<file path="config.mk">
export PLATFORM = sky130hd
export DESIGN_NAME = pixel_shuffle_address_gen
export DESIGN_NICKNAME = d
export VERILOG_FILES = /design/src/rtl/psag_pkg.sv /design/src/rtl/psag_front.sv /design/src/rtl/psag_fifo.sv /design/src/rtl/psag_div.sv /design/src/rtl/psag_back.sv /design/src/rtl/pixel_shuffle_address_gen.sv
export SDC_FILE = /design/constraint.sdc
export NUM_CORES = 2
export LEC_CHECK = 0
export BUFFER_PORTS_ARGS = -buffer_cell sky130_fd_sc_hd__buf_2
export CORE_AREA = 2 2 321 402
export DETAILED_ROUTE_END_ITERATION = 7
export DIE_AREA = 0 0 323 404
export SLEW_MARGIN = 10
export SYNTH_ARGS = -nofsm -noshare
export SYNTH_HDL_FRONTEND = slang
export SYNTH_SLANG_ARGS = --single-unit
</file>
<file path="constraint.sdc">
create_clock -name i_clk -period 9.3 [get_ports i_clk]
set_clock_uncertainty 0.05 [all_clocks]
set_input_delay 1.395 -clock i_clk [delete_from_list [all_inputs] [get_ports i_clk]]
set_output_delay 1.395 -clock i_clk [all_outputs]
set_load 0.03 [all_outputs]
</file>
<file path="src/rtl/psag_pkg.sv">
// Shared types and constants for the pixel shuffle address generator.
// No dependencies; imported by every module of the block.
package psag_pkg;

    // Default values of the top-level parameters
    localparam int INDEX_BITS_DEF = 24;
    localparam int MAX_DIM_DEF    = 4096;
    localparam int MAX_BLOCK_DEF  = 8;

    // Fixed field widths
    localparam int VALUE_W      = 32;
    localparam int IDX_OUT_W    = 24;
    localparam int BLOCK_CFG_W  = 4;
    localparam int DIM_CFG_W    = 13;
    localparam int APB_ADDR_W   = 5;
    localparam int APB_DATA_W   = 32;

    // Job queue depth between front and back (power of two)
    localparam int FIFO_DEPTH = 2;

    // Register reset values
    localparam logic                   MODE_RST   = 1'b0;
    localparam logic [BLOCK_CFG_W-1:0] BLOCK_RST  = 4'd2;
    localparam logic [DIM_CFG_W-1:0]   WIDTH_RST  = 13'd1;
    localparam logic [DIM_CFG_W-1:0]   HEIGHT_RST = 13'd1;
    localparam logic [DIM_CFG_W-1:0]   CHAN_RST   = 13'd4;

    // Mode codes
    localparam logic MODE_D2S = 1'b0;
    localparam logic MODE_S2D = 1'b1;

    typedef enum logic [2:0] {
        REG_MODE     = 3'd0,
        REG_BLOCK    = 3'd1,
        REG_WIDTH    = 3'd2,
        REG_HEIGHT   = 3'd3,
        REG_CHANNELS = 3'd4
    } t_reg_idx;

    typedef enum logic [3:0] {
        ST_IDLE,
        ST_DIV1,
        ST_DIV2,
        ST_DIV3,
        ST_DIV4,
        ST_WO,
        ST_HO,
        ST_PY,
        ST_PX,
        ST_T,
        ST_PC,
        ST_ACC,
        ST_DST,
        ST_FIN
    } t_bk_state;

    typedef struct packed {
        logic full;
        logic empty;
    } t_fifo_stat;

endpackage

</file>
<file path="src/rtl/psag_front.sv">
// Front end: accepts elements, keeps the position counters and batch base.
// Depends on psag_pkg; feeds jobs into psag_fifo.
module psag_front
    import psag_pkg::*;
#(
    parameter int INDEX_BITS = INDEX_BITS_DEF,
    parameter int MAX_DIM    = MAX_DIM_DEF
) (
    input  logic                      i_clk,
    input  logic                      i_rst_n,
    input  logic                      i_cfg_wr,
    input  logic [$clog2(MAX_DIM+1)-1:0] i_w,
    input  logic [$clog2(MAX_DIM+1)-1:0] i_h,
    input  logic [$clog2(MAX_DIM+1)-1:0] i_c,
    input  logic                      i_valid,
    output logic                      o_ready,
    input  logic [VALUE_W-1:0]        i_value,
    input  logic                      i_first,
    input  t_fifo_stat                i_fifo,
    output logic                      o_push,
    output logic [$clog2(MAX_DIM)-1:0] o_x,
    output logic [$clog2(MAX_DIM)-1:0] o_y,
    output logic [$clog2(MAX_DIM)-1:0] o_ch,
    output logic [INDEX_BITS-1:0]     o_base,
    output logic [INDEX_BITS-1:0]     o_lin,
    output logic [VALUE_W-1:0]        o_value
);

    localparam int DIM_W = $clog2(MAX_DIM + 1);
    localparam int CNT_W = $clog2(MAX_DIM);
    localparam int CMP_W = (CNT_W + 1 > DIM_W) ? CNT_W + 1 : DIM_W;
    localparam logic [1:0] SETTLE_CYC = 2'd3;

    logic [CNT_W-1:0]      r_col, r_row, r_chan;
    logic [INDEX_BITS-1:0] r_base, r_lin;
    logic [CNT_W-1:0]      n_col, n_row, n_chan;
    logic [INDEX_BITS-1:0] n_base, n_lin;
    logic [1:0]            r_settle;
    logic [2*DIM_W-1:0]    r_wh;
    logic [3*DIM_W-1:0]    whc;
    logic [INDEX_BITS-1:0] r_plane;

    logic [CNT_W:0] col_inc, row_t, ch_t;
    logic           col_wrap, row_wrap, ch_wrap, carry_c, carry_b;

    // Plane size pipeline; the front holds off input while it settles after a register write
    assign whc = (3*DIM_W)'(r_wh) * (3*DIM_W)'(i_c);
    always_ff @(posedge i_clk) begin
        r_wh    <= (2*DIM_W)'(i_w) * (2*DIM_W)'(i_h);
        r_plane <= INDEX_BITS'(whc);
    end

    always_ff @(posedge i_clk) begin
        if (!i_rst_n) begin
            r_settle <= SETTLE_CYC;
        end else if (i_cfg_wr) begin
            r_settle <= SETTLE_CYC;
        end else if (r_settle != 2'd0) begin
            r_settle <= r_settle - 2'd1;
        end
    end

    assign o_ready = (r_settle == 2'd0) && !i_fifo.full;
    assign o_push  = i_valid && o_ready;

    // Snapshot of the position; first clears everything before use
    assign o_x     = i_first ? '0 : r_col;
    assign o_y     = i_first ? '0 : r_row;
    assign o_ch    = i_first ? '0 : r_chan;
    assign o_base  = i_first ? '0 : r_base;
    assign o_lin   = i_first ? '0 : r_lin;
    assign o_value = i_value;

    always_comb begin
        col_inc  = (CNT_W+1)'(o_x) + (CNT_W+1)'(1);
        col_wrap = CMP_W'(col_inc) >= CMP_W'(i_w);
        row_t    = col_wrap ? (CNT_W+1)'(o_y) + (CNT_W+1)'(1) : (CNT_W+1)'(o_y);
        row_wrap = CMP_W'(row_t) >= CMP_W'(i_h);
        carry_c  = col_wrap && row_wrap;
        ch_t     = carry_c ? (CNT_W+1)'(o_ch) + (CNT_W+1)'(1) : (CNT_W+1)'(o_ch);
        ch_wrap  = CMP_W'(ch_t) >= CMP_W'(i_c);
        carry_b  = carry_c && ch_wrap;

        n_col  = col_wrap ? '0 : CNT_W'(col_inc);
        n_row  = row_wrap ? '0 : CNT_W'(row_t);
        n_chan = ch_wrap  ? '0 : CNT_W'(ch_t);
        n_base = carry_b ? o_base + r_plane : o_base;
        n_lin  = o_lin + INDEX_BITS'(1);
    end

    always_ff @(posedge i_clk) begin
        if (!i_rst_n) begin
            r_col  <= '0;
            r_row  <= '0;
            r_chan <= '0;
            r_base <= '0;
            r_lin  <= '0;
        end else if (o_push) begin
            r_col  <= n_col;
            r_row  <= n_row;
            r_chan <= n_chan;
            r_base <= n_base;
            r_lin  <= n_lin;
        end
    end

endmodule

</file>
<file path="src/rtl/psag_fifo.sv">
// Short job queue between the front and back parts.
// Depends on psag_pkg for depth and the status struct.
module psag_fifo
    import psag_pkg::*;
#(
    parameter int WIDTH = 8
) (
    input  logic             i_clk,
    input  logic             i_rst_n,
    input  logic             i_push,
    input  logic [WIDTH-1:0] i_wdata,
    input  logic             i_pop,
    output logic [WIDTH-1:0] o_rdata,
    output t_fifo_stat       o_stat
);

    localparam int PTR_W = (FIFO_DEPTH > 1) ? $clog2(FIFO_DEPTH) : 1;

    logic [WIDTH-1:0] r_mem [FIFO_DEPTH];
    logic [PTR_W-1:0] r_wp, r_rp;
    logic [PTR_W:0]   r_cnt;

    always_ff @(posedge i_clk) begin
        if (i_push) begin
            r_mem[r_wp] <= i_wdata;
        end
    end

    always_ff @(posedge i_clk) begin
        if (!i_rst_n) begin
            r_wp  <= '0;
            r_rp  <= '0;
            r_cnt <= '0;
        end else begin
            if (i_push) begin
                r_wp <= r_wp + PTR_W'(1);
            end
            if (i_pop) begin
                r_rp <= r_rp + PTR_W'(1);
            end
            if (i_push && !i_pop) begin
                r_cnt <= r_cnt + (PTR_W+1)'(1);
            end else if (i_pop && !i_push) begin
                r_cnt <= r_cnt - (PTR_W+1)'(1);
            end
        end
    end

    assign o_rdata      = r_mem[r_rp];
    assign o_stat.full  = (r_cnt == (PTR_W+1)'(FIFO_DEPTH));
    assign o_stat.empty = (r_cnt == '0);

endmodule

</file>
<file path="src/rtl/psag_div.sv">
// Radix-2 restoring divider, one quotient bit per cycle.
// Depends on psag_pkg; shared by all divisions of the back part.
module psag_div
    import psag_pkg::*;
#(
    parameter int DIV_W = 13,
    parameter int DVS_W = 8
) (
    input  logic             i_clk,
    input  logic             i_rst_n,
    input  logic             i_start,
    input  logic [DIV_W-1:0] i_dividend,
    input  logic [DVS_W-1:0] i_divisor,
    output logic             o_done,
    output logic [DIV_W-1:0] o_quo,
    output logic [DVS_W-1:0] o_rem
);

    localparam int CNT_W = $clog2(DIV_W + 1);

    logic             r_busy, r_done;
    logic [CNT_W-1:0] r_cnt;
    logic [DIV_W-1:0] r_dvd, r_quo;
    logic [DVS_W-1:0] r_dvs, r_rem;
    logic [DVS_W:0]   partial, diff;
    logic             ge;

    assign partial = {r_rem, r_dvd[DIV_W-1]};
    assign diff    = partial - (DVS_W+1)'(r_dvs);
    assign ge      = partial >= (DVS_W+1)'(r_dvs);

    always_ff @(posedge i_clk) begin
        if (!i_rst_n) begin
            r_busy <= 1'b0;
            r_done <= 1'b0;
            r_cnt  <= '0;
        end else begin
            r_done <= 1'b0;
            if (i_start) begin
                r_busy <= 1'b1;
                r_cnt  <= CNT_W'(DIV_W);
            end else if (r_busy) begin
                r_cnt <= r_cnt - CNT_W'(1);
                if (r_cnt == CNT_W'(1)) begin
                    r_busy <= 1'b0;
                    r_done <= 1'b1;
                end
            end
        end
    end

    always_ff @(posedge i_clk) begin
        if (i_start) begin
            r_dvd <= i_dividend;
            r_dvs <= i_divisor;
            r_rem <= '0;
            r_quo <= '0;
        end else if (r_busy) begin
            r_dvd <= r_dvd << 1;
            r_quo <= {r_quo[DIV_W-2:0], ge};
            r_rem <= ge ? DVS_W'(diff) : DVS_W'(partial);
        end
    end

    assign o_done = r_done;
    assign o_quo  = r_quo;
    assign o_rem  = r_rem;

endmodule

</file>
<file path="src/rtl/psag_back.sv">
// Back part: turns a queued position into source and destination indices.
// Depends on psag_pkg and psag_div; holds the output register.
module psag_back
    import psag_pkg::*;
#(
    parameter int INDEX_BITS = INDEX_BITS_DEF,
    parameter int MAX_DIM    = MAX_DIM_DEF,
    parameter int MAX_BLOCK  = MAX_BLOCK_DEF
) (
    input  logic                            i_clk,
    input  logic                            i_rst_n,
    input  logic                            i_mode,
    input  logic [$clog2(MAX_BLOCK+1)-1:0]  i_b,
    input  logic [$clog2(MAX_DIM+1)-1:0]    i_w,
    input  logic [$clog2(MAX_DIM+1)-1:0]    i_h,
    input  logic [$clog2(MAX_DIM+1)-1:0]    i_c,
    input  t_fifo_stat                      i_fifo,
    output logic                            o_pop,
    input  logic [$clog2(MAX_DIM)-1:0]      i_x,
    input  logic [$clog2(MAX_DIM)-1:0]      i_y,
    input  logic [$clog2(MAX_DIM)-1:0]      i_ch,
    input  logic [INDEX_BITS-1:0]           i_base,
    input  logic [INDEX_BITS-1:0]           i_lin,
    input  logic [VALUE_W-1:0]              i_value,
    output logic                            o_valid,
    input  logic                            i_ready,
    output logic [IDX_OUT_W-1:0]            o_src,
    output logic [IDX_OUT_W-1:0]            o_dst,
    output logic [VALUE_W-1:0]              o_data,
    output logic                            o_err
);

    localparam int DIM_W = $clog2(MAX_DIM + 1);
    localparam int CNT_W = $clog2(MAX_DIM);
    localparam int BLK_W = $clog2(MAX_BLOCK + 1);
    localparam int DVS_W = 2 * BLK_W;
    localparam int DIV_W = (DIM_W > DVS_W) ? DIM_W : DVS_W;
    localparam int OUT_W = DIM_W + BLK_W;
    localparam int PW    = INDEX_BITS + OUT_W;
    localparam int EXT_W = (INDEX_BITS > IDX_OUT_W) ? INDEX_BITS : IDX_OUT_W;

    t_bk_state r_state, n_state;
    logic      r_issued, n_issued;

    logic [CNT_W-1:0]      r_x, r_y, r_ch;
    logic [INDEX_BITS-1:0] r_base, r_lin;
    logic [VALUE_W-1:0]    r_val;
    logic [DVS_W-1:0]      r_r1, r_r2;
    logic [OUT_W-1:0]      r_wo, r_ho;
    logic [INDEX_BITS-1:0] r_pc, r_py, r_px, r_acc;
    logic                  r_err;

    logic                  r_o_valid;
    logic [IDX_OUT_W-1:0]  r_o_src, r_o_dst;
    logic [VALUE_W-1:0]    r_o_data;
    logic                  r_o_err;

    logic [DVS_W-1:0]      b2;
    logic                  d2s;
    logic                  div_start, div_done;
    logic [DIV_W-1:0]      div_dvd, div_quo;
    logic [DVS_W-1:0]      div_dvs, div_rem;
    logic [INDEX_BITS-1:0] mac_a, mac_c, mac;
    logic [OUT_W-1:0]      mac_b;
    logic [PW-1:0]         mac_full;
    logic                  load_out;
    logic [INDEX_BITS-1:0] dst;
    logic [EXT_W-1:0]      lin_ext, dst_ext;

    assign b2  = DVS_W'(i_b) * DVS_W'(i_b);
    assign d2s = (i_mode == MODE_D2S);

    psag_div #(
        .DIV_W(DIV_W),
        .DVS_W(DVS_W)
    ) u_div (
        .i_clk      (i_clk),
        .i_rst_n    (i_rst_n),
        .i_start    (div_start),
        .i_dividend (div_dvd),
        .i_divisor  (div_dvs),
        .o_done     (div_done),
        .o_quo      (div_quo),
        .o_rem      (div_rem)
    );

    // One multiply-add per step, registered into the step's target
    assign mac_full = PW'(mac_a) * PW'(mac_b) + PW'(mac_c);
    assign mac      = mac_full[INDEX_BITS-1:0];

    assign dst     = r_acc + r_base;
    assign lin_ext = EXT_W'(r_lin);
    assign dst_ext = EXT_W'(dst);

    always_ff @(posedge i_clk) begin
        if (!i_rst_n) begin
            r_state  <= ST_IDLE;
            r_issued <= 1'b0;
        end else begin
            r_state  <= n_state;
            r_issued <= n_issued;
        end
    end

    always_comb begin
        n_state   = r_state;
        n_issued  = r_issued;
        o_pop     = 1'b0;
        div_start = 1'b0;
        div_dvd   = '0;
        div_dvs   = DVS_W'(i_b);
        mac_a     = '0;
        mac_b     = OUT_W'(i_b);
        mac_c     = '0;
        load_out  = 1'b0;
        unique case (r_state)
            ST_IDLE: begin
                if (!i_fifo.empty) begin
                    o_pop   = 1'b1;
                    n_state = ST_DIV1;
                end
            end
            ST_DIV1, ST_DIV2, ST_DIV3, ST_DIV4: begin
                div_start = !r_issued;
                n_issued  = 1'b1;
                case (r_state)
                    ST_DIV1: begin
                        div_dvd = d2s ? DIV_W'(r_ch) : DIV_W'(r_x);
                        div_dvs = d2s ? b2 : DVS_W'(i_b);
                    end
                    ST_DIV2: begin
                        div_dvd = d2s ? DIV_W'(r_r1) : DIV_W'(r_y);
                    end
                    ST_DIV3: begin
                        div_dvd = d2s ? DIV_W'(i_c) : DIV_W'(i_w);
                        div_dvs = d2s ? b2 : DVS_W'(i_b);
                    end
                    default: begin
                        div_dvd = DIV_W'(i_h);
                    end
                endcase
                if (div_done) begin
                    n_issued = 1'b0;
                    case (r_state)
                        ST_DIV1: n_state = ST_DIV2;
                        ST_DIV2: n_state = ST_DIV3;
                        ST_DIV3: n_state = d2s ? ST_WO : ST_DIV4;
                        default: n_state = ST_T;
                    endcase
                end
            end
            ST_WO: begin
                mac_a   = INDEX_BITS'(i_w);
                n_state = ST_HO;
            end
            ST_HO: begin
                mac_a   = INDEX_BITS'(i_h);
                n_state = ST_PY;
            end
            ST_PY: begin
                mac_a   = INDEX_BITS'(r_y);
                mac_c   = r_py;
                n_state = ST_PX;
            end
            ST_PX: begin
                mac_a   = INDEX_BITS'(r_x);
                mac_c   = INDEX_BITS'(r_r2);
                n_state = ST_ACC;
            end
            ST_T: begin
                mac_a   = INDEX_BITS'(r_r2);
                mac_c   = INDEX_BITS'(r_r1);
                n_state = ST_PC;
            end
            ST_PC: begin
                mac_a   = INDEX_BITS'(r_ch);
                mac_b   = OUT_W'(b2);
                mac_c   = r_pc;
                n_state = ST_ACC;
            end
            ST_ACC: begin
                mac_a   = r_pc;
                mac_b   = r_ho;
                mac_c   = r_py;
                n_state = ST_DST;
            end
            ST_DST: begin
                mac_a   = r_acc;
                mac_b   = r_wo;
                mac_c   = r_px;
                n_state = ST_FIN;
            end
            ST_FIN: begin
                if (!r_o_valid || i_ready) begin
                    load_out = 1'b1;
                    n_state  = ST_IDLE;
                end
            end
            default: n_state = ST_IDLE;
        endcase
    end

    always_ff @(posedge i_clk) begin
        case (r_state)
            ST_IDLE: begin
                if (o_pop) begin
                    r_x    <= i_x;
                    r_y    <= i_y;
                    r_ch   <= i_ch;
                    r_base <= i_base;
                    r_lin  <= i_lin;
                    r_val  <= i_value;
                end
            end
            ST_DIV1: begin
                if (div_done) begin
                    if (d2s) begin
                        r_pc <= INDEX_BITS'(div_quo);
                    end else begin
                        r_px <= INDEX_BITS'(div_quo);
                    end
                    r_r1 <= div_rem;
                end
            end
            ST_DIV2: begin
                if (div_done) begin
                    r_py <= INDEX_BITS'(div_quo);
                    r_r2 <= div_rem;
                end
            end
            ST_DIV3: begin
                if (div_done) begin
                    r_err <= (div_rem != '0);
                    r_wo  <= OUT_W'(div_quo);
                end
            end
            ST_DIV4: begin
                if (div_done) begin
                    r_err <= r_err || (div_rem != '0);
                    r_ho  <= OUT_W'(div_quo);
                end
            end
            ST_WO:  r_wo  <= OUT_W'(mac);
            ST_HO:  r_ho  <= OUT_W'(mac);
            ST_PY:  r_py  <= mac;
            ST_PX:  r_px  <= mac;
            ST_T:   r_pc  <= mac;
            ST_PC:  r_pc  <= mac;
            ST_ACC: r_acc <= mac;
            ST_DST: r_acc <= mac;
            default: ;
        endcase
    end

    // Output register: hold until taken, reload in the same cycle it drains
    always_ff @(posedge i_clk) begin
        if (!i_rst_n) begin
            r_o_valid <= 1'b0;
        end else if (load_out) begin
            r_o_valid <= 1'b1;
        end else if (i_ready) begin
            r_o_valid <= 1'b0;
        end
    end

    always_ff @(posedge i_clk) begin
        if (load_out) begin
            r_o_src  <= lin_ext[IDX_OUT_W-1:0];
            r_o_dst  <= dst_ext[IDX_OUT_W-1:0];
            r_o_data <= r_val;
            r_o_err  <= r_err;
        end
    end

    assign o_valid = r_o_valid;
    assign o_src   = r_o_src;
    assign o_dst   = r_o_dst;
    assign o_data  = r_o_data;
    assign o_err   = r_o_err;

endmodule

</file>
<file path="src/rtl/pixel_shuffle_address_gen.sv">
// Top level of the pixel shuffle (depth to space / space to depth) address generator.
// Depends on psag_pkg, psag_front, psag_fifo and psag_back.
//
// Usage:
//   Registers are written over the APB port (mode, block_size, width_in, height_in,
//   channels_in at byte addresses 0, 4, 8, 12, 16); pready is always high and a
//   read returns the stored register. Write them only while the block is idle.
//   Input stream: s_axis_tdata carries the element word, s_axis_tuser[0] marks the
//   first element of a tensor and clears all position counters.
//   Output stream: one item per input item with source index, destination index,
//   the word unchanged, and config_error in m_axis_tuser[0].
// Flow:
//   The front part takes an element and queues it (two entries), so it can take new
//   elements while the back part is busy. The back part works on one element at a
//   time; its shared radix-2 divider sets the rate.
//   After reset and after any register write the input is held off while the plane
//   size settles. A stalled receiver holds the output register; the back part waits
//   and the queue then fills and drops s_axis_tready.
module pixel_shuffle_address_gen
    import psag_pkg::*;
#(
    parameter int INDEX_BITS = INDEX_BITS_DEF,
    parameter int MAX_DIM    = MAX_DIM_DEF,
    parameter int MAX_BLOCK  = MAX_BLOCK_DEF
) (
    input  logic                  i_clk,
    input  logic                  i_rst_n,
    // APB register port
    input  logic                  psel,
    input  logic                  penable,
    input  logic                  pwrite,
    input  logic [APB_ADDR_W-1:0] paddr,
    input  logic [APB_DATA_W-1:0] pwdata,
    output logic [APB_DATA_W-1:0] prdata,
    output logic                  pready,
    // Input stream
    input  logic                  s_axis_tvalid,
    output logic                  s_axis_tready,
    input  logic [VALUE_W-1:0]    s_axis_tdata,   // [31:0] value
    input  logic [0:0]            s_axis_tuser,   // [0] first
    // Output stream
    output logic                  m_axis_tvalid,
    input  logic                  m_axis_tready,
    output logic [2*IDX_OUT_W+VALUE_W-1:0] m_axis_tdata, // [23:0] src_index,
                                                         // [47:24] dst_index,
                                                         // [79:48] data_out
    output logic [0:0]            m_axis_tuser    // [0] config_error
);

    localparam int DIM_W = $clog2(MAX_DIM + 1);
    localparam int CNT_W = $clog2(MAX_DIM);
    localparam int BLK_W = $clog2(MAX_BLOCK + 1);
    localparam int CD_W  = (DIM_W > DIM_CFG_W) ? DIM_W : DIM_CFG_W;
    localparam int CB_W  = (BLK_W > BLOCK_CFG_W) ? BLK_W : BLOCK_CFG_W;
    localparam int JOB_W = 3 * CNT_W + 2 * INDEX_BITS + VALUE_W;

    // Zero reads as one, oversize saturates
    function automatic logic [DIM_W-1:0] clamp_dim(input logic [CD_W-1:0] v);
        if (v == '0) begin
            return DIM_W'(1);
        end else if (v > CD_W'(MAX_DIM)) begin
            return DIM_W'(MAX_DIM);
        end else begin
            return DIM_W'(v);
        end
    endfunction

    function automatic logic [BLK_W-1:0] clamp_blk(input logic [CB_W-1:0] v);
        if (v == '0) begin
            return BLK_W'(1);
        end else if (v > CB_W'(MAX_BLOCK)) begin
            return BLK_W'(MAX_BLOCK);
        end else begin
            return BLK_W'(v);
        end
    endfunction

    logic                   r_mode;
    logic [BLOCK_CFG_W-1:0] r_block;
    logic [DIM_CFG_W-1:0]   r_width, r_height, r_chan;
    logic [BLK_W-1:0]       r_b_cl;
    logic [DIM_W-1:0]       r_w_cl, r_h_cl, r_c_cl;
    logic                   cfg_wr;
    t_reg_idx               reg_idx;

    logic                   push, pop;
    t_fifo_stat             fifo_stat;
    logic [CNT_W-1:0]       f_x, f_y, f_ch, b_x, b_y, b_ch;
    logic [INDEX_BITS-1:0]  f_base, f_lin, b_base, b_lin;
    logic [VALUE_W-1:0]     f_value, b_value;
    logic [JOB_W-1:0]       job_in, job_out;
    logic [IDX_OUT_W-1:0]   src_idx, dst_idx;
    logic [VALUE_W-1:0]     data_out;
    logic                   cfg_err;

    // ---------------- register file ----------------
    assign pready  = 1'b1;
    assign cfg_wr  = psel && penable && pwrite;
    assign reg_idx = t_reg_idx'(paddr[APB_ADDR_W-1:2]);

    always_ff @(posedge i_clk) begin
        if (!i_rst_n) begin
            r_mode   <= MODE_RST;
            r_block  <= BLOCK_RST;
            r_width  <= WIDTH_RST;
            r_height <= HEIGHT_RST;
            r_chan   <= CHAN_RST;
        end else if (cfg_wr) begin
            unique case (reg_idx)
                REG_MODE:     r_mode   <= pwdata[0];
                REG_BLOCK:    r_block  <= pwdata[BLOCK_CFG_W-1:0];
                REG_WIDTH:    r_width  <= pwdata[DIM_CFG_W-1:0];
                REG_HEIGHT:   r_height <= pwdata[DIM_CFG_W-1:0];
                REG_CHANNELS: r_chan   <= pwdata[DIM_CFG_W-1:0];
                default: ;
            endcase
        end
    end

    always_comb begin
        unique case (reg_idx)
            REG_MODE:     prdata = APB_DATA_W'(r_mode);
            REG_BLOCK:    prdata = APB_DATA_W'(r_block);
            REG_WIDTH:    prdata = APB_DATA_W'(r_width);
            REG_HEIGHT:   prdata = APB_DATA_W'(r_height);
            REG_CHANNELS: prdata = APB_DATA_W'(r_chan);
            default:      prdata = '0;
        endcase
    end

    // Register the clamped sizes; the front holds off input while they settle
    always_ff @(posedge i_clk) begin
        r_b_cl <= clamp_blk(CB_W'(r_block));
        r_w_cl <= clamp_dim(CD_W'(r_width));
        r_h_cl <= clamp_dim(CD_W'(r_height));
        r_c_cl <= clamp_dim(CD_W'(r_chan));
    end

    // ---------------- front: accept and count ----------------
    psag_front #(
        .INDEX_BITS(INDEX_BITS),
        .MAX_DIM   (MAX_DIM)
    ) u_front (
        .i_clk    (i_clk),
        .i_rst_n  (i_rst_n),
        .i_cfg_wr (cfg_wr),
        .i_w      (r_w_cl),
        .i_h      (r_h_cl),
        .i_c      (r_c_cl),
        .i_valid  (s_axis_tvalid),
        .o_ready  (s_axis_tready),
        .i_value  (s_axis_tdata),
        .i_first  (s_axis_tuser[0]),
        .i_fifo   (fifo_stat),
        .o_push   (push),
        .o_x      (f_x),
        .o_y      (f_y),
        .o_ch     (f_ch),
        .o_base   (f_base),
        .o_lin    (f_lin),
        .o_value  (f_value)
    );

    // ---------------- job queue ----------------
    assign job_in = {f_value, f_lin, f_base, f_ch, f_y, f_x};

    psag_fifo #(
        .WIDTH(JOB_W)
    ) u_fifo (
        .i_clk   (i_clk),
        .i_rst_n (i_rst_n),
        .i_push  (push),
        .i_wdata (job_in),
        .i_pop   (pop),
        .o_rdata (job_out),
        .o_stat  (fifo_stat)
    );

    assign {b_value, b_lin, b_base, b_ch, b_y, b_x} = job_out;

    // ---------------- back: index arithmetic ----------------
    psag_back #(
        .INDEX_BITS(INDEX_BITS),
        .MAX_DIM   (MAX_DIM),
        .MAX_BLOCK (MAX_BLOCK)
    ) u_back (
        .i_clk   (i_clk),
        .i_rst_n (i_rst_n),
        .i_mode  (r_mode),
        .i_b     (r_b_cl),
        .i_w     (r_w_cl),
        .i_h     (r_h_cl),
        .i_c     (r_c_cl),
        .i_fifo  (fifo_stat),
        .o_pop   (pop),
        .i_x     (b_x),
        .i_y     (b_y),
        .i_ch    (b_ch),
        .i_base  (b_base),
        .i_lin   (b_lin),
        .i_value (b_value),
        .o_valid (m_axis_tvalid),
        .i_ready (m_axis_tready),
        .o_src   (src_idx),
        .o_dst   (dst_idx),
        .o_data  (data_out),
        .o_err   (cfg_err)
    );

    assign m_axis_tdata    = {data_out, dst_idx, src_idx};
    assign m_axis_tuser[0] = cfg_err;

    // ---------------- checks ----------------
    a_fifo_stat: assert property (@(posedge i_clk) disable iff (!i_rst_n)
        !(fifo_stat.full && fifo_stat.empty))
        else $error("job queue reports full and empty at once");

    a_pop_nonempty: assert property (@(posedge i_clk) disable iff (!i_rst_n)
        pop |-> !fifo_stat.empty)
        else $error("back part popped an empty queue");

    a_cfg_holdoff: assert property (@(posedge i_clk) disable iff (!i_rst_n)
        cfg_wr |=> !s_axis_tready)
        else $error("input accepted before plane size settled");

    a_push_room: assert property (@(posedge i_clk) disable iff (!i_rst_n)
        (push && !pop) |-> !fifo_stat.full)
        else $error("job queue overflow");

endmodule

</file>
# [Yosys cells after proc, flatten, opt, wreduce, memory -nomap -nowiden]
# Memories as Yosys holds them, arrays and structs flattened. A register that Yosys moved wholly into a read port is not among the register bits.
# Cells that the tools add are included.
[op_classes] muxes=68 bitwise=4 n_reduce_logical=63 n_addsub=14 n_mul=4 n_lt_le_gt_ge=8 eq_ne=28
[op_table] op="24-bit 2-to-1 mux" n=8
[op_table] op="24-bit case mux with 8 select lines" n=1
[op_table] op="24-bit case mux with 2 select lines" n=3
[op_table] op="24-bit case mux with 5 select lines" n=1
[op_table] op="13-bit 2-to-1 mux" n=9
[op_table] op="12-bit 2-to-1 mux" n=8
[op_table] op="24-bit adder" n=3
[op_table] op="17-bit case mux with 2 select lines" n=2
[op_table] op="13-bit case mux with 5 select lines" n=1
[op_table] op="17-bit case mux with 3 select lines" n=1
[op_table] op="4-bit case mux with 10 select lines" n=1
[op_table] op="12-bit by 1-bit adder with 13-bit output, second input constant" n=3
[op_table] op="13-bit greater-or-equal comparator" n=3
[op_table] op="13-bit > comparator, second input constant" n=3
[op_table] op="13-bit logical NOT" n=3
[op_table] op="13-bit case mux with 3 select lines" n=1
[op_table] op="4-bit 2-to-1 mux" n=9
[op_table] op="13-bit by 13-bit multiplier with 26-bit output" n=1
[op_table] op="26-bit by 13-bit multiplier with 24-bit output" n=1
[op_table] op="24-bit by 1-bit adder with 24-bit output, second input constant" n=1
[op_table] op="4-bit == test, second input constant" n=6
[op_table] op="24-bit by 17-bit multiplier with 24-bit output" n=1
[op_table] op="2-bit AND reduction" n=11
[op_table] op="2-bit OR reduction" n=11
[op_table] op="other kinds (35)" n=97
[totals] n_memories=1 ram_bits=232 output_inout_bits=116 inputBits=77 regBits=509 word_cells=239
[memory_table] memory="u_fifo.r_mem" depth=2 word_bits=116 read_ports=1 rd_ports_with_merged_regs=1 wr=1 line="psag_fifo.sv:19" source="logic [WIDTH-1:0] r_mem [FIFO_DEPTH];"

# [Longest topological paths before layout]
[depth] ltp_word=10 ltp_mapped=48 ltp_nobuf=40

# [Modules after synthesis]
# From an unflattened synthesis, not the netlist that was laid out.
[hier_totals] cells_unflattened=5462 area_unflattened_um2=58299.7
[by_module_without_submodules] module="psag_back" n_inst=1 seq_area_each_um2=10450.0 cells_per_inst=2170 area_per_inst_um2=23986.8
[by_module_without_submodules] module="psag_front" n_inst=1 seq_area_each_um2=2682.6 cells_per_inst=2351 area_per_inst_um2=19861.5
[by_module_without_submodules] module="psag_fifo" n_inst=1 seq_area_each_um2=7066.8 cells_per_inst=383 area_per_inst_um2=8742.1
[by_module_without_submodules] module="pixel_shuffle_address_gen" n_inst=1 seq_area_each_um2=1741.7 cells_per_inst=341 area_per_inst_um2=3377.0
[by_module_without_submodules] module="psag_div" n_inst=1 seq_area_each_um2=1171.1 cells_per_inst=217 area_per_inst_um2=2332.2

# [Worst setup path before layout]
# Ideal clock, no wire load.
[synth_timing] path_type="input-to-reg" start="input s_axis_tuser" end="register u_front.r_base[17]" path_stages=46 arrival_time_ps=9278 path_slack_ps=-93 setup_ps=65 path_buffers=9 t_required_ps=9185 cell_sequence="clkbuf_1 > clkbuf_1 > clkbuf_1 > clkbuf_1 > clkbuf_1 > nor2b_1 > ha_1 > nand3_1 > nor2_1 > nand3_1 > nor2b_1 > nand2_1 > xnor2_1 > ha_1 > a211o_1 > nor3_1 > o21a_1 > clkbuf_1 > [... 10 more ...] > a31oi_1 > a211o_1 > nor3b_1 > and4_1 > nand2_1 > xor2_1 > nor2_1 > ha_1 > nand4_1 > nor3_1 > nor2_1 > o31a_1 > nor2b_1 > and2_1 > clkbuf_1 > clkbuf_1 > a32oi_1 > nor2b_1"
[synth_via] elab_chain_len=10 word_cells_on_any_way=16 cone_classes="add/sub (4); order compare (3); mux (7); reduce/logical (2)"
[synth_rtl] item="start: declaration" line="pixel_shuffle_address_gen.sv:40" source="input logic [0:0] s_axis_tuser,"
[synth_rtl] item="12-bit 2-to-1 mux (*)" line="psag_front.sv:67" source="assign o_x = i_first ? '0 : r_col;"
[synth_rtl] item="net f_x[1]" line="pixel_shuffle_address_gen.sv:88" source="logic [CNT_W-1:0] f_x, f_y, f_ch, b_x, b_y, b_ch;"
[synth_rtl] item="12-bit by 1-bit adder with 13-bit output (*)" line="psag_front.sv:75" source="col_inc = (CNT_W+1)'(o_x) + (CNT_W+1)'(1);"
[synth_rtl] item="13-bit greater-or-equal comparator (*)" line="psag_front.sv:76" source="col_wrap = CMP_W'(col_inc) >= CMP_W'(i_w);"
[synth_rtl] item="13-bit 2-to-1 mux" line="psag_front.sv:77" source="row_t = col_wrap ? (CNT_W+1)'(o_y) + (CNT_W+1)'(1) : (CNT_W+1)'(o_y);"
[synth_rtl] item="13-bit greater-or-equal comparator" line="psag_front.sv:78" source="row_wrap = CMP_W'(row_t) >= CMP_W'(i_h);"
[synth_rtl] item="1-bit logical AND (*)" line="psag_front.sv:79" source="carry_c = col_wrap && row_wrap;"
[synth_rtl] item="13-bit 2-to-1 mux" line="psag_front.sv:80" source="ch_t = carry_c ? (CNT_W+1)'(o_ch) + (CNT_W+1)'(1) : (CNT_W+1)'(o_ch);"
[synth_rtl] item="13-bit greater-or-equal comparator" line="psag_front.sv:81" source="ch_wrap = CMP_W'(ch_t) >= CMP_W'(i_c);"
[synth_rtl] item="1-bit logical AND (*)" line="psag_front.sv:82" source="carry_b = carry_c && ch_wrap;"
[synth_rtl] item="24-bit 2-to-1 mux (*)" line="psag_front.sv:87" source="n_base = carry_b ? o_base + r_plane : o_base;"
[synth_rtl] item="end signal: assignment" line="psag_front.sv:102" source="r_base <= n_base;"
[synth_rtl] item="end: declaration" line="psag_front.sv:35" source="logic [INDEX_BITS-1:0] r_base, r_lin;"
# Mark *: on every way through the listed nets, which the timed path passes. The rest lies on a longest branch.
# A chain may end at the register's enable or synchronous reset.

# [Worst setup path after layout]
[layout_timing] start="register u_back.r_state[3]" end="register u_back.r_py[23] (data pin)"
[layout_via] elab_chain_len=5 word_cells_on_any_way=16 cone_classes="add/sub (1); mul (1); eq/ne (9); mux (4); reduce/logical (1)"
[layout_rtl] item="start: declaration" line="psag_back.sv:42" source="t_bk_state r_state, n_state;"
[layout_rtl] item="start signal: assignment" line="psag_back.sv:100" source="r_state <= n_state;"
[layout_rtl] item="4-bit == test, or another cell as far along" line="psag_back.sv:116" source="unique case (r_state)"
[layout_rtl] item="24-bit case mux with 8 select lines, or another cell as far along" line="psag_back.sv:116"
[layout_rtl] item="24-bit by 17-bit multiplier with 24-bit output / 24-bit case mux with 5 select lines (equally long branches)" line="psag_back.sv:88, psag_back.sv:116"
[layout_rtl] item="24-bit adder" line="psag_back.sv:88" source="assign mac_full = PW'(mac_a) * PW'(mac_b) + PW'(mac_c);"
[layout_rtl] item="24-bit case mux with 2 select lines (*)" line="psag_back.sv:204" source="case (r_state)"
[layout_rtl] item="end signal: assignment" line="psag_back.sv:227" source="r_py <= INDEX_BITS'(div_quo);"
[layout_rtl] item="end signal: assignment" line="psag_back.sv:245" source="ST_PY: r_py <= mac;"
[layout_rtl] item="end: declaration" line="psag_back.sv:50" source="logic [INDEX_BITS-1:0] r_pc, r_py, r_px, r_acc;"
# Mark *: on every way between the ends. The rest lies on a longest branch, timed or not.

==> out/summary.txt <==
Die Span Y -> 404 um
Clock share of power -> 0.378
Slew Limit Fails -> 0
Compound-Gate Fraction of Synth Area -> 0.07609
Die Span X -> 323 um
Root buffer cell -> clkbuf_16
Clock sink count -> 855
Area share of the largest cell type after synthesis -> 0.3163
Post-CTS setup buffers -> 0
Initial core utilization -> 0.4484
Via total after detailed routing -> 38700
RSZ-0062 raised after global routing -> false
Fraction of registers with async set/reset -> 0
Post-synthesis mux area share -> 0.03523
Longest Clk Path Bufs -> 3
First-pass GRT wire length -> 235600 um
Crit path kind -> flip-flop to flip-flop
RD Place Congestion -> 0.9049
HP Class -> flip-flop to flip-flop
Row count -> 146
Synthesized instance count -> 5302
Dpl hpwl -> 114200 um
Fmax -> 0.1159 GHz
NetSw -> 2.716 mW
P&R area growth vs syn -> 10.21%
Status -> finished, final reports clean
Fin cells -> 7193
Worst Path Required -> 9690 ps
Slack of the critical path -> 670.9 ps
First-pass DRT Iterations -> 6
Post-Synth Adder-Cell Area -> 0.2414
Tcrit/Tclk final -> 0.9279
Fillcell total -> 11630
GRT Util Overall -> 0.2369
Worst slew margin -> 0.2594
Worst Max-Slew Pin Slew -> 1108 ps
Post-synthesis sequential area ratio -> 0.4074
Final Hold Vio Count -> 0
Post-synth EDFFs -> 597
Number of global-route vias before repair -> 39990
Synth warn -> 0
Netlist cell types -> 98
Post-Synth Simple-Gate Area -> 0.1412
Share of cells above drive strength 1 -> 0.1080
Routed WL -> 151800 um
Post-Place Setup Slack -> 263.5 ps
CTS Buf Count -> 90
Vias per cell -> 5.380
Fin util -> 0.4941
CTS tree -> built
DRT antenna net count -> 0
Crit path DAT -> 9020 ps
Worst Setup Start Kind -> flip-flop
Seq pwr share -> 0.486
# nets final -> 6274
Synth area leader -> edfxtp_1
Synth Register Bits -> 855
Area occupied by multi-input gates -> 30010 um^2
Setup violators final -> 0
GR Overflow Total -> 0
Setup crit end kind -> flip-flop
Io pins -> 193
Routed WL per cell -> 21.11 um
PostCTS Resize Cnt -> 0
Max_cap viols -> 0
Clock latency at the later pin of the worst-skew pair -> 700 ps
Combinational share of power -> 0.136
Critical path peak fanout -> 12
Port Buffers -> 151
Largest net degree at the start of global routing -> 70
Clock-pin slew on the worst setup and hold paths -> 70 ps
XOR/XNOR share of the synthesized area -> 0.03389
Initial antenna violation count -> 10
Drt drc -> 0
Leak -> 25.03 nW
Setup TNS -> 0 ps
DP Cell Count -> 7022
Largest cells by area after synthesis -> edfxtp_1, fa_1, dfxtp_1
Largest family of logic cells by synthesized area -> adder cells
Post-CTS Hold Buffers -> 0
Max IR drop VDD -> 150.7 uV
Mapped cell area -> 56680 um^2
Syn Area/Cell -> 10.69 um^2
Internal power -> 7.310 mW
Most used DFF post-synth -> edfxtp_1
Post-route minimum period -> 8629 ps
Iteration-0 DRC Markers -> 3028
Storage cell area -> 23100 um^2
Die Area -> 130500 um^2
Switch share -> 0.2709
Pwr dens -> 160.5 nW/um^2
H-tree depth -> 3
Area of the core -> 126400 um^2
-- worst paths after layout --
kind	startpoint	end	slack, ps	cells past startpoint
worst max-delay path	u_back.r_state[3]$_SDFFE_PN0P_	u_back.r_py[23]$_SDFFCE_PN0P_	670	27
worst min-delay path	u_back.lin_ext[2]$_DFFE_PP_	u_back.o_src[2]$_DFFE_PP_	370	0
worst max register to register	u_back.r_state[3]$_SDFFE_PN0P_	u_back.r_py[23]$_SDFFCE_PN0P_	670	27
worst min register to register	u_back.lin_ext[2]$_DFFE_PP_	u_back.o_src[2]$_DFFE_PP_	370	0
-- metrics by stage --
step / total power [mW] / hold WS, ps / cell area (um^2)
2_1_floorplan: 5.838 / 350.3 / 56750
3_3_place_gp: 6.286 / 351.4 / 59320
3_5_place_dp: 6.318 / 354.5 / 59320
4_1_cts: 10.11 / 368.3 / 62460
5_1_grt: 10.42 / 364.6 / 62460
6_report: 10.03 / 366.6 / 62460
-- power by group through the flow --
| stage | combinational [mW] | sequential, mW | clock (mW) |
|---|---|---|---|
| 2_1_floorplan | 1.05 | 4.79 | 0 |
| 3_3_place_gp | 1.35 | 4.94 | 0 |
| 3_5_place_dp | 1.37 | 4.95 | 0 |
| 4_1_cts | 1.38 | 4.87 | 3.87 |
| 5_1_grt | 1.51 | 4.90 | 4.01 |
| 6_report | 1.37 | 4.87 | 3.79 |
-- metal layers --
metal  GRT usage  vias to the layer above  share of wire
li1            -                    17740              -
met1      0.2981                    19400           0.41
met2      0.4074                     1233           0.49
met3     0.03518                      315          0.058
met4     0.09653                        4          0.044
met5           0                        -        0.00016
-- flip-flops by register name, summed over array words and instances, names as in the netlist, 17 cells and up --
register,count
u_back.r_ho,17
u_back.r_pc,24
u_back.r_base,24
u_front.r_base,24
u_front.r_wh,24
u_back.r_val,32
u_back.r_wo,17
u_front.r_lin,24
u_back.r_acc,24
u_back.o_src,24
u_back.lin_ext,24
u_front.r_plane,24
u_back.r_px,24
u_back.r_py,24
u_back.o_data,32
u_back.o_dst,24
u_fifo.r_mem,232
-- cell usage in the layout, fill, tap and decap left out, drive strengths merged, types with 25 or more instances in the layout --
| master | count |
|---|---|
| nand2b | 48 |
| edfxtp | 597 |
| and3 | 29 |
| nand3 | 60 |
| inv | 671 |
| a21boi | 25 |
| nor2 | 361 |
| nand2 | 688 |
| mux2i | 51 |
| a22oi | 90 |
| dfxtp | 258 |
| o21ai | 147 |
| mux2 | 130 |
| a21o | 28 |
| a21oi | 143 |
| nor2b | 195 |
| xnor2 | 152 |
| buf | 261 |
| a22o | 29 |
| and2 | 165 |
| nor3 | 41 |
| ha | 271 |
| xor2 | 63 |
| clkbuf | 113 |
| fa | 514 |
| clkinv | 34 |
-- worst max-delay path, stage by stage, from the launching register on --
cell and delay (ps):
dfxtp_1 650, buf_4 270, and4b_1 650, nor2_1 150, a221oi_1 600, or2_1 210
buf_4 220, nor2_1 100, fa_1 570, inv_1 60, fa_1 520, inv_1 50
fa_1 490, inv_1 50, fa_1 530, inv_1 50, fa_1 520, fa_1 430
ha_1 350, and2_1 170, a31o_2 220, a211o_1 290, a31oi_1 170, buf_4 170
o21ai_0 180, a31oi_1 290, xnor2_1 240, nor2_1 100
-- cell usage after synthesis (142+ instances only) --
| library cell | number |
|---|---|
| dfxtp_1 | 258 |
| nor2b_1 | 192 |
| o21ai_0 | 142 |
| and2_1 | 164 |
| nor2_1 | 356 |
| inv_1 | 661 |
| ha_1 | 271 |
| edfxtp_1 | 597 |
| nand2_1 | 687 |
| a21oi_1 | 142 |
| clkbuf_1 | 206 |
| fa_1 | 514 |
| xnor2_1 | 150 |
-- cell type report --
class                      instances  share of cell area
antenna                            2          0.00008013
clock buffer                     113             0.03976
clock inverter                    56             0.01040
inverter                         666             0.04006
multi-input combinational       3538              0.4805
sequential                       855              0.3698
tap                             1702             0.03409
timing repair buffer             261             0.02536
-- cells by family after synthesis --
kind of cell,count (synthesis)
AND/OR/NAND/NOR,1693
buffers and inverters,927
flip-flops,855
adder cells (fa/ha/maj),785
AO/OA/AOI/OAI,642
XOR/XNOR,216
multiplexers,182
other,2
(Power assumes the default switching activity.)
